==> config.mk <==
export PLATFORM = sky130hd
export DESIGN_NAME = dfs_path_finder_flat
export DESIGN_NICKNAME = d
export VERILOG_FILES = /design/src/rtl/dfp_pkg.sv /design/src/rtl/dfp_ifs.sv /design/src/rtl/dfs_path_finder.sv /design/src/rtl/dfp_search.sv /design/src/flat_wrapper.sv
export SDC_FILE = /design/constraint.sdc
export NUM_CORES = 2
export LEC_CHECK = 0
export ABC_AREA = 1
export BUFFER_PORTS_ARGS = -buffer_cell sky130_fd_sc_hd__buf_2
export CORE_ASPECT_RATIO = 0.7
export CORE_UTILIZATION = 45
export CTS_BUF_LIST = sky130_fd_sc_hd__clkbuf_4 sky130_fd_sc_hd__clkbuf_8
export DETAILED_ROUTE_END_ITERATION = 6
export MAX_ROUTING_LAYER = met4
export PLACE_DENSITY = 0.57
export SYNTH_ARGS = -nofsm -noshare
export SYNTH_HDL_FRONTEND = slang
export SYNTH_SLANG_ARGS = --single-unit
==> constraint.sdc <==
create_clock -name clk -period 4.8 [get_ports clk]
set_input_delay 0.72 -clock clk [delete_from_list [all_inputs] [get_ports clk]]
set_output_delay 0.72 -clock clk [all_outputs]
set_load 0.01 [all_outputs]
==> src/rtl/dfp_pkg.sv <==
// ----------------------------------------------------------------------------
// dfp_pkg
// Shared widths, operation codes, sequencer states and beat structures of the
// depth-first path finder.
// ----------------------------------------------------------------------------
`default_nettype none

package dfp_pkg;

	localparam int VERTEX_W = 5;
	localparam int OP_W     = 2;
	localparam int CFG_W    = 6;

	localparam logic [CFG_W-1:0] COUNT_RESET = 6'd32;

	typedef enum logic [OP_W-1:0] {
		OP_CLEAR = 2'd0,
		OP_EDGE  = 2'd1,
		OP_FIND  = 2'd2
	} op_t;

	typedef enum logic [1:0] {
		ST_IDLE,
		ST_SCAN,
		ST_EMIT,
		ST_MISS
	} state_t;

	typedef struct packed {
		logic [OP_W-1:0]     operation;
		logic [VERTEX_W-1:0] vertex_a;
		logic [VERTEX_W-1:0] vertex_b;
	} cmd_t;

	typedef struct packed {
		logic [VERTEX_W-1:0] vertex;
		logic                path_found;
		logic                last;
	} beat_t;

endpackage

`default_nettype wire

==> src/rtl/dfp_ifs.sv <==
// ----------------------------------------------------------------------------
// dfp channel interfaces
// Valid/ready channels for commands, result beats and the vertex count write.
// ----------------------------------------------------------------------------
`default_nettype none

interface dfp_cmd_if import dfp_pkg::*; ();
	logic                valid;
	logic                ready;
	logic [OP_W-1:0]     operation;
	logic [VERTEX_W-1:0] vertex_a;
	logic [VERTEX_W-1:0] vertex_b;

	modport source (output valid, operation, vertex_a, vertex_b, input ready);
	modport sink (input valid, operation, vertex_a, vertex_b, output ready);
endinterface

interface dfp_rsp_if import dfp_pkg::*; ();
	logic                valid;
	logic                ready;
	logic [VERTEX_W-1:0] vertex;
	logic                path_found;
	logic                last;

	modport source (output valid, vertex, path_found, last, input ready);
	modport sink (input valid, vertex, path_found, last, output ready);
endinterface

interface dfp_cfg_if import dfp_pkg::*; ();
	logic             valid;
	logic             ready;
	logic [CFG_W-1:0] vertex_count;

	modport source (output valid, vertex_count, input ready);
	modport sink (input valid, vertex_count, output ready);
endinterface

`default_nettype wire

==> src/rtl/dfs_path_finder.sv <==
// Edge and clear commands give no result.
// A query examines neighbor candidates through the shared compare unit, backtracks
// by popping the search stack and then emits its result beats; commands wait
// meanwhile.
// Result beats leave through an output register that the search can fill ahead.
// Asynchronous reset empties the graph and sets the vertex count to 32.
// ----------------------------------------------------------------------------
// dfs_path_finder
// Undirected graph store with a depth-first path search, reporting the path
// from the end vertex back to the start vertex.
// ----------------------------------------------------------------------------
`default_nettype none

module dfs_path_finder import dfp_pkg::*; #(
	parameter int MAX_VERTICES = 32
) (
	input  logic      clk,
	input  logic      arst_n,
	dfp_cfg_if.sink   cfg,
	dfp_cmd_if.sink   cmd,
	dfp_rsp_if.source rsp
);

	// Vertex fields can name at most 2**VERTEX_W vertices.
	localparam int ROWS = (MAX_VERTICES < (1 << VERTEX_W)) ? MAX_VERTICES : (1 << VERTEX_W);

	logic [CFG_W-1:0] vertex_count_q;
	logic [CFG_W-1:0] n_eff;
	cmd_t             cmd_data;
	logic             beat_valid, beat_ready;
	beat_t            beat_data;
	logic             rsp_valid_q;
	beat_t            rsp_data_q;

	assign cfg.ready = 1'b1;

	always_ff @(posedge clk or negedge arst_n) begin
		if (!arst_n) begin
			vertex_count_q <= COUNT_RESET;
		end else if (cfg.valid) begin
			vertex_count_q <= cfg.vertex_count;
		end
	end

	assign n_eff = (vertex_count_q > CFG_W'(ROWS)) ? CFG_W'(ROWS) : vertex_count_q;

	assign cmd_data.operation = cmd.operation;
	assign cmd_data.vertex_a  = cmd.vertex_a;
	assign cmd_data.vertex_b  = cmd.vertex_b;

	dfp_search #(
		.ROWS (ROWS)
	) u_search (
		.clk        (clk),
		.arst_n     (arst_n),
		.cmd_valid  (cmd.valid),
		.cmd_ready  (cmd.ready),
		.cmd_data   (cmd_data),
		.count      (n_eff),
		.beat_valid (beat_valid),
		.beat_ready (beat_ready),
		.beat_data  (beat_data)
	);

	assign beat_ready = !rsp_valid_q || rsp.ready;

	always_ff @(posedge clk or negedge arst_n) begin
		if (!arst_n) begin
			rsp_valid_q <= 1'b0;
		end else if (beat_ready) begin
			rsp_valid_q <= beat_valid;
		end
	end

	always_ff @(posedge clk) begin
		if (beat_valid && beat_ready) begin
			rsp_data_q <= beat_data;
		end
	end

	assign rsp.valid      = rsp_valid_q;
	assign rsp.vertex     = rsp_data_q.vertex;
	assign rsp.path_found = rsp_data_q.path_found;
	assign rsp.last       = rsp_data_q.last;

endmodule

`default_nettype wire

==> src/rtl/dfp_search.sv <==
// ----------------------------------------------------------------------------
// dfp_search
// Adjacency matrix, visited set, explicit search stack and the sequencer that
// steps one neighbor candidate per cycle through a single compare unit.
// ----------------------------------------------------------------------------
`default_nettype none

module dfp_search import dfp_pkg::*; #(
	parameter int ROWS = 32
) (
	input  logic             clk,
	input  logic             arst_n,
	input  logic             cmd_valid,
	output logic             cmd_ready,
	input  cmd_t             cmd_data,
	input  logic [CFG_W-1:0] count,
	output logic             beat_valid,
	input  logic             beat_ready,
	output beat_t            beat_data
);

	localparam int IDX_W = (ROWS > 1) ? $clog2(ROWS) : 1;
	localparam int CNT_W = $clog2(ROWS + 1);

	state_t state_q, state_d;

	logic [ROWS-1:0]  adj_q [ROWS];
	logic [ROWS-1:0]  visited_q;
	logic [IDX_W-1:0] stk_v_q [ROWS];
	logic [CNT_W-1:0] stk_n_q [ROWS];
	logic [CNT_W-1:0] depth_q;
	logic [CNT_W-1:0] cur_i_q;
	logic [IDX_W-1:0] cur_v_q;
	logic [IDX_W-1:0] end_q;
	logic [CFG_W-1:0] n_q;

	logic [IDX_W-1:0] a_idx, b_idx, i_idx, rd_idx, top_idx, push_idx;
	logic [CNT_W-1:0] rd_cnt, top_cnt;
	logic             a_ok, b_ok, i_live, cand;
	logic [ROWS-1:0]  cur_row;
	logic [IDX_W-1:0] rd_v;
	logic [CNT_W-1:0] rd_n;

	logic do_clear, do_edge, do_start, do_push, do_next, do_pop, do_emit, do_done;

	assign a_idx = cmd_data.vertex_a[IDX_W-1:0];
	assign b_idx = cmd_data.vertex_b[IDX_W-1:0];
	assign a_ok  = CFG_W'(cmd_data.vertex_a) < count;
	assign b_ok  = CFG_W'(cmd_data.vertex_b) < count;

	// The candidate compare unit: one neighbor index of the top vertex per cycle.
	assign cur_row = adj_q[cur_v_q];
	assign i_idx   = cur_i_q[IDX_W-1:0];
	assign i_live  = CFG_W'(cur_i_q) < n_q;
	assign cand    = cur_row[i_idx] && (i_idx != cur_v_q) && !visited_q[i_idx];

	// One stack read port: the parent frame while scanning, the top while emitting.
	assign rd_cnt   = (state_q == ST_EMIT) ? depth_q - CNT_W'(1) : depth_q - CNT_W'(2);
	assign rd_idx   = rd_cnt[IDX_W-1:0];
	assign rd_v     = stk_v_q[rd_idx];
	assign rd_n     = stk_n_q[rd_idx];
	assign top_cnt  = depth_q - CNT_W'(1);
	assign top_idx  = top_cnt[IDX_W-1:0];
	assign push_idx = depth_q[IDX_W-1:0];

	always_ff @(posedge clk or negedge arst_n) begin
		if (!arst_n) begin
			state_q <= ST_IDLE;
		end else begin
			state_q <= state_d;
		end
	end

	always_comb begin
		state_d    = state_q;
		cmd_ready  = 1'b0;
		beat_valid = 1'b0;
		beat_data  = '0;
		do_clear   = 1'b0;
		do_edge    = 1'b0;
		do_start   = 1'b0;
		do_push    = 1'b0;
		do_next    = 1'b0;
		do_pop     = 1'b0;
		do_emit    = 1'b0;
		do_done    = 1'b0;
		case (state_q)
			ST_IDLE: begin
				cmd_ready = 1'b1;
				if (cmd_valid) begin
					case (cmd_data.operation)
						OP_CLEAR: do_clear = 1'b1;
						OP_EDGE:  do_edge = a_ok && b_ok;
						OP_FIND: begin
							if (a_ok && b_ok) begin
								do_start = 1'b1;
								state_d  = ST_SCAN;
							end else begin
								state_d = ST_MISS;
							end
						end
						default: ;
					endcase
				end
			end
			ST_SCAN: begin
				if (cur_v_q == end_q) begin
					state_d = ST_EMIT;
				end else if (i_live) begin
					do_push = cand;
					do_next = !cand;
				end else if (depth_q == CNT_W'(1)) begin
					state_d = ST_MISS;
				end else begin
					do_pop = 1'b1;
				end
			end
			ST_EMIT: begin
				beat_valid           = 1'b1;
				beat_data.vertex     = VERTEX_W'(rd_v);
				beat_data.path_found = 1'b1;
				beat_data.last       = (depth_q == CNT_W'(1));
				if (beat_ready) begin
					do_emit = 1'b1;
					if (depth_q == CNT_W'(1)) begin
						state_d = ST_IDLE;
					end
				end
			end
			ST_MISS: begin
				beat_valid     = 1'b1;
				beat_data.last = 1'b1;
				if (beat_ready) begin
					do_done = 1'b1;
					state_d = ST_IDLE;
				end
			end
			default: state_d = ST_IDLE;
		endcase
	end

	always_ff @(posedge clk or negedge arst_n) begin
		if (!arst_n) begin
			depth_q   <= '0;
			visited_q <= '0;
			for (int r = 0; r < ROWS; r++) begin
				adj_q[r] <= '0;
			end
		end else begin
			if (do_clear) begin
				for (int r = 0; r < ROWS; r++) begin
					adj_q[r] <= '0;
				end
			end
			if (do_edge) begin
				adj_q[a_idx][b_idx] <= 1'b1;
				adj_q[b_idx][a_idx] <= 1'b1;
			end
			if (do_start) begin
				visited_q <= ROWS'(1) << a_idx;
				depth_q   <= CNT_W'(1);
			end
			if (do_push) begin
				visited_q[i_idx] <= 1'b1;
				depth_q          <= depth_q + CNT_W'(1);
			end
			if (do_pop || do_emit) begin
				depth_q <= depth_q - CNT_W'(1);
			end
			if (do_done) begin
				depth_q <= '0;
			end
		end
	end

	// The parent keeps the index to resume from when the child frame is popped.
	always_ff @(posedge clk) begin
		if (do_start) begin
			stk_v_q[0] <= a_idx;
			cur_v_q    <= a_idx;
			cur_i_q    <= '0;
			end_q      <= b_idx;
			n_q        <= count;
		end
		if (do_push) begin
			stk_n_q[top_idx]  <= cur_i_q + CNT_W'(1);
			stk_v_q[push_idx] <= i_idx;
			cur_v_q           <= i_idx;
			cur_i_q           <= '0;
		end
		if (do_next) begin
			cur_i_q <= cur_i_q + CNT_W'(1);
		end
		if (do_pop) begin
			cur_v_q <= rd_v;
			cur_i_q <= rd_n;
		end
	end

	assert property (@(posedge clk) disable iff (!arst_n)
		(state_q == ST_SCAN || state_q == ST_EMIT) |-> CFG_W'(depth_q) <= n_q)
		else $error("search stack deeper than the vertex count");

	assert property (@(posedge clk) disable iff (!arst_n)
		state_q == ST_SCAN |-> visited_q[cur_v_q])
		else $error("current search vertex is not marked visited");

	assert property (@(posedge clk) disable iff (!arst_n)
		state_q == ST_IDLE |-> depth_q == '0)
		else $error("stack not empty while idle");

	assert property (@(posedge clk) disable iff (!arst_n)
		do_push |=> $countones(visited_q) == $countones($past(visited_q)) + 1)
		else $error("push did not mark exactly one new vertex");

	assert property (@(posedge clk) disable iff (!arst_n)
		beat_valid && beat_ready && beat_data.last |=> state_q == ST_IDLE)
		else $error("sequencer busy after the last beat of a query");

endmodule

`default_nettype wire

==> src/flat_wrapper.sv <==
// flat-port wrapper written by rule: the top's interface ports become plain ports
module dfs_path_finder_flat import dfp_pkg::*;
#(
	parameter int MAX_VERTICES = 32
)
  (clk, arst_n, cfg_valid, cfg_vertex_count, cfg_ready, cmd_valid, cmd_operation, cmd_vertex_a, cmd_vertex_b, cmd_ready, rsp_valid, rsp_vertex, rsp_path_found, rsp_last, rsp_ready);
  dfp_cfg_if cfg_i ();
  dfp_cmd_if cmd_i ();
  dfp_rsp_if rsp_i ();
  input  logic clk;
  input  logic arst_n;
  input wire logic [$bits(cfg_i.valid)-1:0] cfg_valid;
  input wire logic [$bits(cfg_i.vertex_count)-1:0] cfg_vertex_count;
  output wire logic [$bits(cfg_i.ready)-1:0] cfg_ready;
  input wire logic [$bits(cmd_i.valid)-1:0] cmd_valid;
  input wire logic [$bits(cmd_i.operation)-1:0] cmd_operation;
  input wire logic [$bits(cmd_i.vertex_a)-1:0] cmd_vertex_a;
  input wire logic [$bits(cmd_i.vertex_b)-1:0] cmd_vertex_b;
  output wire logic [$bits(cmd_i.ready)-1:0] cmd_ready;
  output wire logic [$bits(rsp_i.valid)-1:0] rsp_valid;
  output wire logic [$bits(rsp_i.vertex)-1:0] rsp_vertex;
  output wire logic [$bits(rsp_i.path_found)-1:0] rsp_path_found;
  output wire logic [$bits(rsp_i.last)-1:0] rsp_last;
  input wire logic [$bits(rsp_i.ready)-1:0] rsp_ready;
  assign cfg_i.valid = cfg_valid;
  assign cfg_i.vertex_count = cfg_vertex_count;
  assign cfg_ready = cfg_i.ready;
  assign cmd_i.valid = cmd_valid;
  assign cmd_i.operation = cmd_operation;
  assign cmd_i.vertex_a = cmd_vertex_a;
  assign cmd_i.vertex_b = cmd_vertex_b;
  assign cmd_ready = cmd_i.ready;
  assign rsp_valid = rsp_i.valid;
  assign rsp_vertex = rsp_i.vertex;
  assign rsp_path_found = rsp_i.path_found;
  assign rsp_last = rsp_i.last;
  assign rsp_i.ready = rsp_ready;
  dfs_path_finder #(.MAX_VERTICES(MAX_VERTICES)) u_core (.clk(clk), .arst_n(arst_n), .cfg(cfg_i), .cmd(cmd_i), .rsp(rsp_i));
endmodule
After elaboration in Yosys (flattened, before gate mapping)
Memory sizes are Yosys's and may differ from the RTL's.
Index checks and enable logic that the tools add are counted.
{"block": "op_classes", "add_sub_neg": 4, "order_cmp": 15, "eq_ne": 15, "n_shift": 1, "n_mux": 78, "bitwise_logic": 6, "reduce_logical": 22}
{"operator": "$mux W1024", "count": 2}
{"operator": "$or A1024 B1024 Y1024", "count": 2}
{"operator": "$demux W32 S5", "count": 2}
{"operator": "$mux W32", "count": 6}
{"operator": "$bmux W32 S5", "count": 1}
{"operator": "$mux W6", "count": 9}
{"operator": "$mux W1", "count": 36}
{"operator": "$or A32 B32 Y32", "count": 1}
{"operator": "$shl A1 B5 Y32 const A", "count": 1}
{"operator": "$mux W5", "count": 6}
{"operator": "$ge A6 B6 Y1 const B", "count": 3}
{"operator": "$lt A5 B6 Y1 const B", "count": 3}
{"operator": "$mux W2", "count": 9}
{"operator": "$not A5 Y6", "count": 3}
{"operator": "$demux W1 S5", "count": 3}
{"operator": "$ge A5 B1 Y1 const B", "count": 3}
{"operator": "$add A6 B1 Y6 const B", "count": 2}
{"operator": "$lt A5 B6 Y1", "count": 2}
{"operator": "$lt A6 B1 Y1 const B", "count": 2}
{"operator": "$bmux W1 S5", "count": 2}
{"operator": "$logic_and A1 B1 Y1", "count": 9}
{"operator": "$ne A2 B1 Y1 const B", "count": 4}
{"operator": "$pmux W2 S4", "count": 1}
{"operator": "$reduce_bool A4 Y1", "count": 2}
{"operator": "19 further kinds", "count": 27}
{"block": "word_totals", "ff_bits": 1100, "ram_bits": 352, "inputBits": 23, "memories": 2}
{"name": "u_core.u_search.stk_n_q", "words": 32, "word_bits": 6, "rd": 1, "rd_clocked_by_memory_dff": 0, "wr": 1, "line": "dfp_search.sv:30", "source": "logic [CNT_W-1:0] stk_n_q [ROWS];"}
{"name": "u_core.u_search.stk_v_q", "words": 32, "word_bits": 5, "rd": 1, "rd_clocked_by_memory_dff": 0, "wr": 1, "line": "dfp_search.sv:29", "source": "logic [IDX_W-1:0] stk_v_q [ROWS];"}

Logic depth before layout (Yosys ltp)
{"block": "depth", "word_depth": 15, "ltp_mapped": 23, "ltp_nobuf": 19}

Cells and area by module
A second synthesis with hierarchy kept.
{"block": "unflattened", "cells_unflattened": 8660, "area_unflattened_um2": 70261.1}
{"mod": "dfp_search", "n_inst": 1, "cells_each": 8614, "area_each_um2": 69726.9, "seq_area_each_um2": 37856.3}
{"mod": "dfs_path_finder", "n_inst": 1, "cells_each": 46, "area_each_um2": 534.3, "seq_area_each_um2": 386.6}

Least setup slack after synthesis
No wires, ideal clock.
{"block": "synth_path", "kind": "reg-to-reg", "from": "reg u_core.u_search.cur_i_q[0]", "to": "mem u_core.u_search.stk_v_q[0][2] (netlist bit) (data pin)", "setup_ps": 284, "t_arrival_ps": 3095, "t_required_ps": 4516, "setup_slack_ps": 1422, "stages_incl_launch_ff": 12, "period_less_slack_ps": 3378, "path_cell_list": "edfxtp_1 inv_1 clkbuf_1 buf_1 a21oi_1 o21ai_0 nand2_1 a21oi_2 nand3_4 buf_6 nand2_1 and2_1"}
{"block": "synth_via", "elab_chain_len": 11}
{"item": "start, declared", "line": "dfp_search.sv:32", "source": "logic [CNT_W-1:0] cur_i_q;"}
{"item": "start signal, assigned", "line": "dfp_search.sv:192", "source": "cur_i_q <= cur_i_q + CNT_W'(1);"}
{"item": "start signal, assigned", "line": "dfp_search.sv:196", "source": "cur_i_q <= rd_n;"}
{"item": "$bmux W1 S5", "line": "dfp_search.sv:55", "source": "assign cand = cur_row[i_idx] && (i_idx != cur_v_q) && !visited_q[i_idx];"}
{"item": "$mux W1 (not written as such)", "line": "dfp_search.sv:55"}
{"item": "$logic_and A1 B1 Y1 / $logic_not A1 Y1 (equally long branches)", "line": "dfp_search.sv:55"}
{"item": "$logic_and A1 B1 Y1", "line": "dfp_search.sv:55"}
{"item": "$mux W1 *", "line": "dfp_search.sv:109", "source": "end else if (i_live) begin"}
{"item": "$mux W1 *", "line": "dfp_search.sv:107", "source": "if (cur_v_q == end_q) begin"}
{"item": "$mux W1 *", "line": "dfp_search.sv:87", "source": "case (state_q)"}
{"item": "$mux W1 *", "line": "dfp_search.sv:185", "source": "if (do_push) begin"}
{"item": "$mux W1 (not written as such) *", "line": "dfp_search.sv:187", "source": "stk_v_q[push_idx] <= i_idx;"}
{"item": "$reduce_or A5 Y1 (no source line) *"}
{"item": "$mux W5 (no source line) *"}
{"item": "end, declared", "line": "dfp_search.sv:29"}
Every way passes the cells marked *; elsewhere a longest branch is shown, timed or not. The select of a mux whose other input is x is not followed.

Worst setup path after layout
{"block": "layout_path", "from": "reg u_core.u_search.cur_v_q[0]", "to": "mem u_core.u_search.stk_v_q[26][1] (netlist bit) (enable)"}
{"block": "layout_via", "elab_chain_len": 15}
{"item": "start, declared", "line": "dfp_search.sv:33", "source": "logic [IDX_W-1:0] cur_v_q;"}
{"item": "start signal, assigned", "line": "dfp_search.sv:180", "source": "cur_v_q <= a_idx;"}
{"item": "start signal, assigned", "line": "dfp_search.sv:188", "source": "cur_v_q <= i_idx;"}
{"item": "start signal, assigned", "line": "dfp_search.sv:195", "source": "cur_v_q <= rd_v;"}
{"item": "$not A5 Y6 (not written as such)", "line": "dfp_search.sv:52", "source": "assign cur_row = adj_q[cur_v_q];"}
{"item": "$bmux W32 S5", "line": "dfp_search.sv:52"}
{"item": "$mux W32 (not written as such) (2 in series)", "line": "dfp_search.sv:52"}
{"item": "$bmux W1 S5", "line": "dfp_search.sv:55"}
{"item": "$mux W1 (not written as such)", "line": "dfp_search.sv:55"}
{"item": "$logic_and A1 B1 Y1 (2 in series)", "line": "dfp_search.sv:55"}
{"item": "$mux W1", "line": "dfp_search.sv:109"}
{"item": "$mux W1 *", "line": "dfp_search.sv:107"}
{"item": "$mux W1 *", "line": "dfp_search.sv:87"}
{"item": "$mux W1 *", "line": "dfp_search.sv:185"}
{"item": "$mux W1 (not written as such) *", "line": "dfp_search.sv:187"}
{"item": "$reduce_or A5 Y1 (no source line)"}
{"item": "$mux W5 (no source line) / $mux W1 (equally long branches)"}
Marks and branches as above.

==> run summary <==
Status - completed
Area growth, synth to finish - 10.43%
Mapped Avg Cell Area - 8.141 µm²
Largest vdd supply drop - 0.5460 mV
Synth area leader - dfrtp_1
Commonest non-fill, non-tap cells in the layout - nand2_1 (3,307), dfrtp_1 (1,070), nand3_1 (872)
CTS tree - yes
Reg2reg end - u_core.u_search.stk_v_q[26][1]
Final setup viols - 0
Slew margin rel. - 17.14%
Largest net degree at the start of global routing - 218
H-tree Lvls - 4
Reg2Reg Launch Point - u_core.u_search.cur_v_q[0]
Initial Util - 45.37%
Yosys top cell area share - 38.58%
Detailed Route WL - 261,200 µm
Synth area leaders - dfrtp_1 (39%), nand2_1 (18%), edfxtp_1 (16%), nand3_1 (6.3%), o22ai_1 (4.2%)
Vias/cell - 5.986
Fmax - 214.2 MHz
Tightest Pin Transition - 1.241 ns
Max cap viols - 0
Post-synthesis sequential area ratio - 55.10%
Fillers - 14,680
CTS Buffer Depth - 3
Max Used Layer - met4
CP max FO - 48
Critical Path AT - 5.33 ns
GR Util All Layers - 34.09%
Most common cell after layout, fill and taps aside - nand2_1
WL met1 - 116,600 µm
Nets - 8,390
Top FF cell, synth - dfrtp_1
Initial DRC Count - 9,612
Mapped cell area - 69,410 µm²
Number of synthesized flops with an enable pin - 381
WP data required - 5.46 ns
Gr ovfl total - 0
Synth cell types - 46
Synth Register Bits - 1,452
Setup crit start kind - register
Syn_nets - 8,576
First-pass GRT wire length - 388,000 µm
Die area - 155,800 µm²
Port-buffer cells - 31
Core area - 153,000 µm²
WHS Path Cells - 3
Critical Path Sink Type - register
IO Count - 33
Tmin final - 4.669 ns
Die Y - 330.6 µm
Final Hold Fails - 0
Routability cong. - 0.9289
Antenna violations before repair - 8
Crit Path Category - reg2reg
Synth Instances - 8,526
Crit-path slowest cell - edfxtp_1
Final setup margin - 0.1315 ns
Async set or reset register ratio after synthesis - 73.76%
Clock transition at path regs - 0.07 ns
Flop2flop setup slack - 0.13 ns
CTS buffer count - 222
Routed wl met3 - 34,660 µm
Ys Warns - 0
CP bufs+invs - 5
Setup TNS - 0 ns
Clock Skews - 0.06099 ns
Tightest Hold Check Type - in2reg
HP Start - cfg_valid
Most used cell, CP - nand2_1
Worst skew pair latency - 1.03 ns
R2R depth - 22
Number of global-route vias before repair - 58,260
Routed len/inst - 24.77 µm
# rows - 120
Worst Hold Path EP - u_core.vertex_count_q[0]
Root Driver - clkbuf_8
Clock sink count - 1,452
DRT Pass-1 Iters - 6
Family with the most delay on the worst path - simple AND/OR/NAND/NOR gates
CP max stage delay - 0.51 ns
Share of layout cells above drive strength 1 - 8.458%
Drc violations - 0
Period utilization - 97.26%
Routed Antenna Nets - 0
Pre-CTS setup slack - 0.2642 ns
RSZ-0062 raised after global routing - no
Post-DP HPWL - 154,200 µm
Die W - 471.4 µm
Pleak - 35.97 nW
Final count of pins violating max slew - 0
Power density cells - 572.5 nW/µm²
Crit path cell chain - buf_12, buf_12, buf_12, nand2_1, nand3_1, nand3_1, nand2_1, nand2_1, nand3_1, nand3_1, nand2_1, nand2_1, nand2_1, nand2_1, nand2_1, nor2_1, nand2_4, nand3_4, inv_2, nand3_1, buf_4, nor2_1
Routed wl met2 - 103,800 µm
Via count - 63,140
[cell usage after synthesis (all sizes together), types with 10 or more instances]
master and count:
dfrtp 1070, o21ai 583, xor2 10, clkbuf 482
a32o 26, edfxtp 381, buf 198, nor2 478
o22ai 468, nor3 11, o221ai 66, inv 313
nand3 874, a21oi 161, ha 27, o211ai 22
nand2 3311
[layout make-up]
class                   count  area [µm²]  share of cell area [%]
multi-input cells        6079       27170                   35.44
inverters                 315        1221                   1.593
clock buffers             350        4348                   5.673
flip-flops and latches   1452       38240                   49.89
well taps                2013        2519                   3.286
diodes                     10       25.02                 0.03265
clock inverters            58       446.7                  0.5828
repair buffers            270        2680                   3.497
[power by group]
group	switching (W)	internal [W]
clock	0.00529	0.00597
combinational	0.0135	0.00464
sequential	0.000431	0.0140
[metrics by stage]
stage	util [%]	instances	instance area, µm²	total power (W)	hold slack, ns
after floorplan	-	8526	69410	0.02475	0.4244
after global placement	46.86	10120	71700	0.03214	0.4618
after detailed placement	46.86	10120	71700	0.03220	0.4652
after CTS	50.08	10540	76620	0.04341	0.001720
after global routing	50.09	10550	76640	0.04567	0.05866
final	50.10	10550	76650	0.04388	0.07158
[flip-flops by register name (all words and copies together) (netlist names)]
register                   flops
u_core.u_search.adj_q       1024
u_core.u_search.cur_v_q        5
u_core.vertex_count_q          6
u_core.u_search.state_q        2
u_core.u_search.n_q            6
u_core.u_search.end_q          5
u_core.u_search.visited_q     32
u_core.rsp.vertex              5
u_core.u_search.stk_n_q      192
u_core.rsp.last                1
u_core.u_search.stk_v_q      160
u_core.rsp.valid               1
u_core.rsp.path_found          1
u_core.u_search.cur_i_q        6
u_core.u_search.depth_q        6
[cells by family after synthesis]
group | count (synthesis) | share of synthesized area (%)
multiplexers | 1 | 0.01622
AO/OA/AOI/OAI | 1343 | 11.24
flip-flops | 1452 | 55.10
other | 1 | 0.005403
adder cells (fa/ha/maj) | 27 | 0.4867
buffers and inverters | 995 | 5.861
XOR/XNOR | 15 | 0.1893
AND/OR/NAND/NOR | 4692 | 27.10
[how the worst max path moves through the flow]
stage                          startpoint                              to  slack (ns)  cells past startpoint
5_1_grt        u_core.u_search.cur_v_q[0]  u_core.u_search.stk_v_q[26][2]       0.006                     22
3_3_place_gp   u_core.u_search.cur_v_q[0]  u_core.u_search.stk_v_q[26][3]        0.22                     22
3_5_place_dp   u_core.u_search.cur_v_q[0]  u_core.u_search.stk_v_q[26][3]        0.26                     22
2_1_floorplan  u_core.u_search.cur_i_q[0]   u_core.u_search.stk_v_q[0][2]        1.42                     11
6_report       u_core.u_search.cur_v_q[0]  u_core.u_search.stk_v_q[26][1]        0.13                     22
4_1_cts        u_core.u_search.cur_v_q[0]  u_core.u_search.stk_v_q[26][1]        0.26                     22
[layer usage]
metal  track usage, %  vias up
met5                -        -
met4            8.888        0
met3            9.687      425
met2            44.12     3899
met1            51.20    30810
li1                 -    28000
[worst reg2reg max path: stages (launching register included)]
cell and delay (ns):
edfxtp_1 0.51, buf_12 0.23, buf_12 0.24, buf_12 0.29, nand2_1 0.16, nand3_1 0.12, nand3_1 0.17, nand2_1 0.14
nand2_1 0.06, nand3_1 0.29, nand3_1 0.14, nand2_1 0.11, nand2_1 0.05, nand2_1 0.27, nand2_1 0.09, nand2_1 0.07
nor2_1 0.07, nand2_4 0.15, nand3_4 0.19, inv_2 0.23, nand3_1 0.13, buf_4 0.23, nor2_1 0.39
[what timing repair did]
item | CTS | global route
endpoints found under the hold margin | 76 | 0
setup buffers | 0 | 0
gates resized for setup | 0 | 1
endpoints found under the setup margin | 0 | 5
hold buffers | 13 | 0
(Power assumes the default switching activity.)
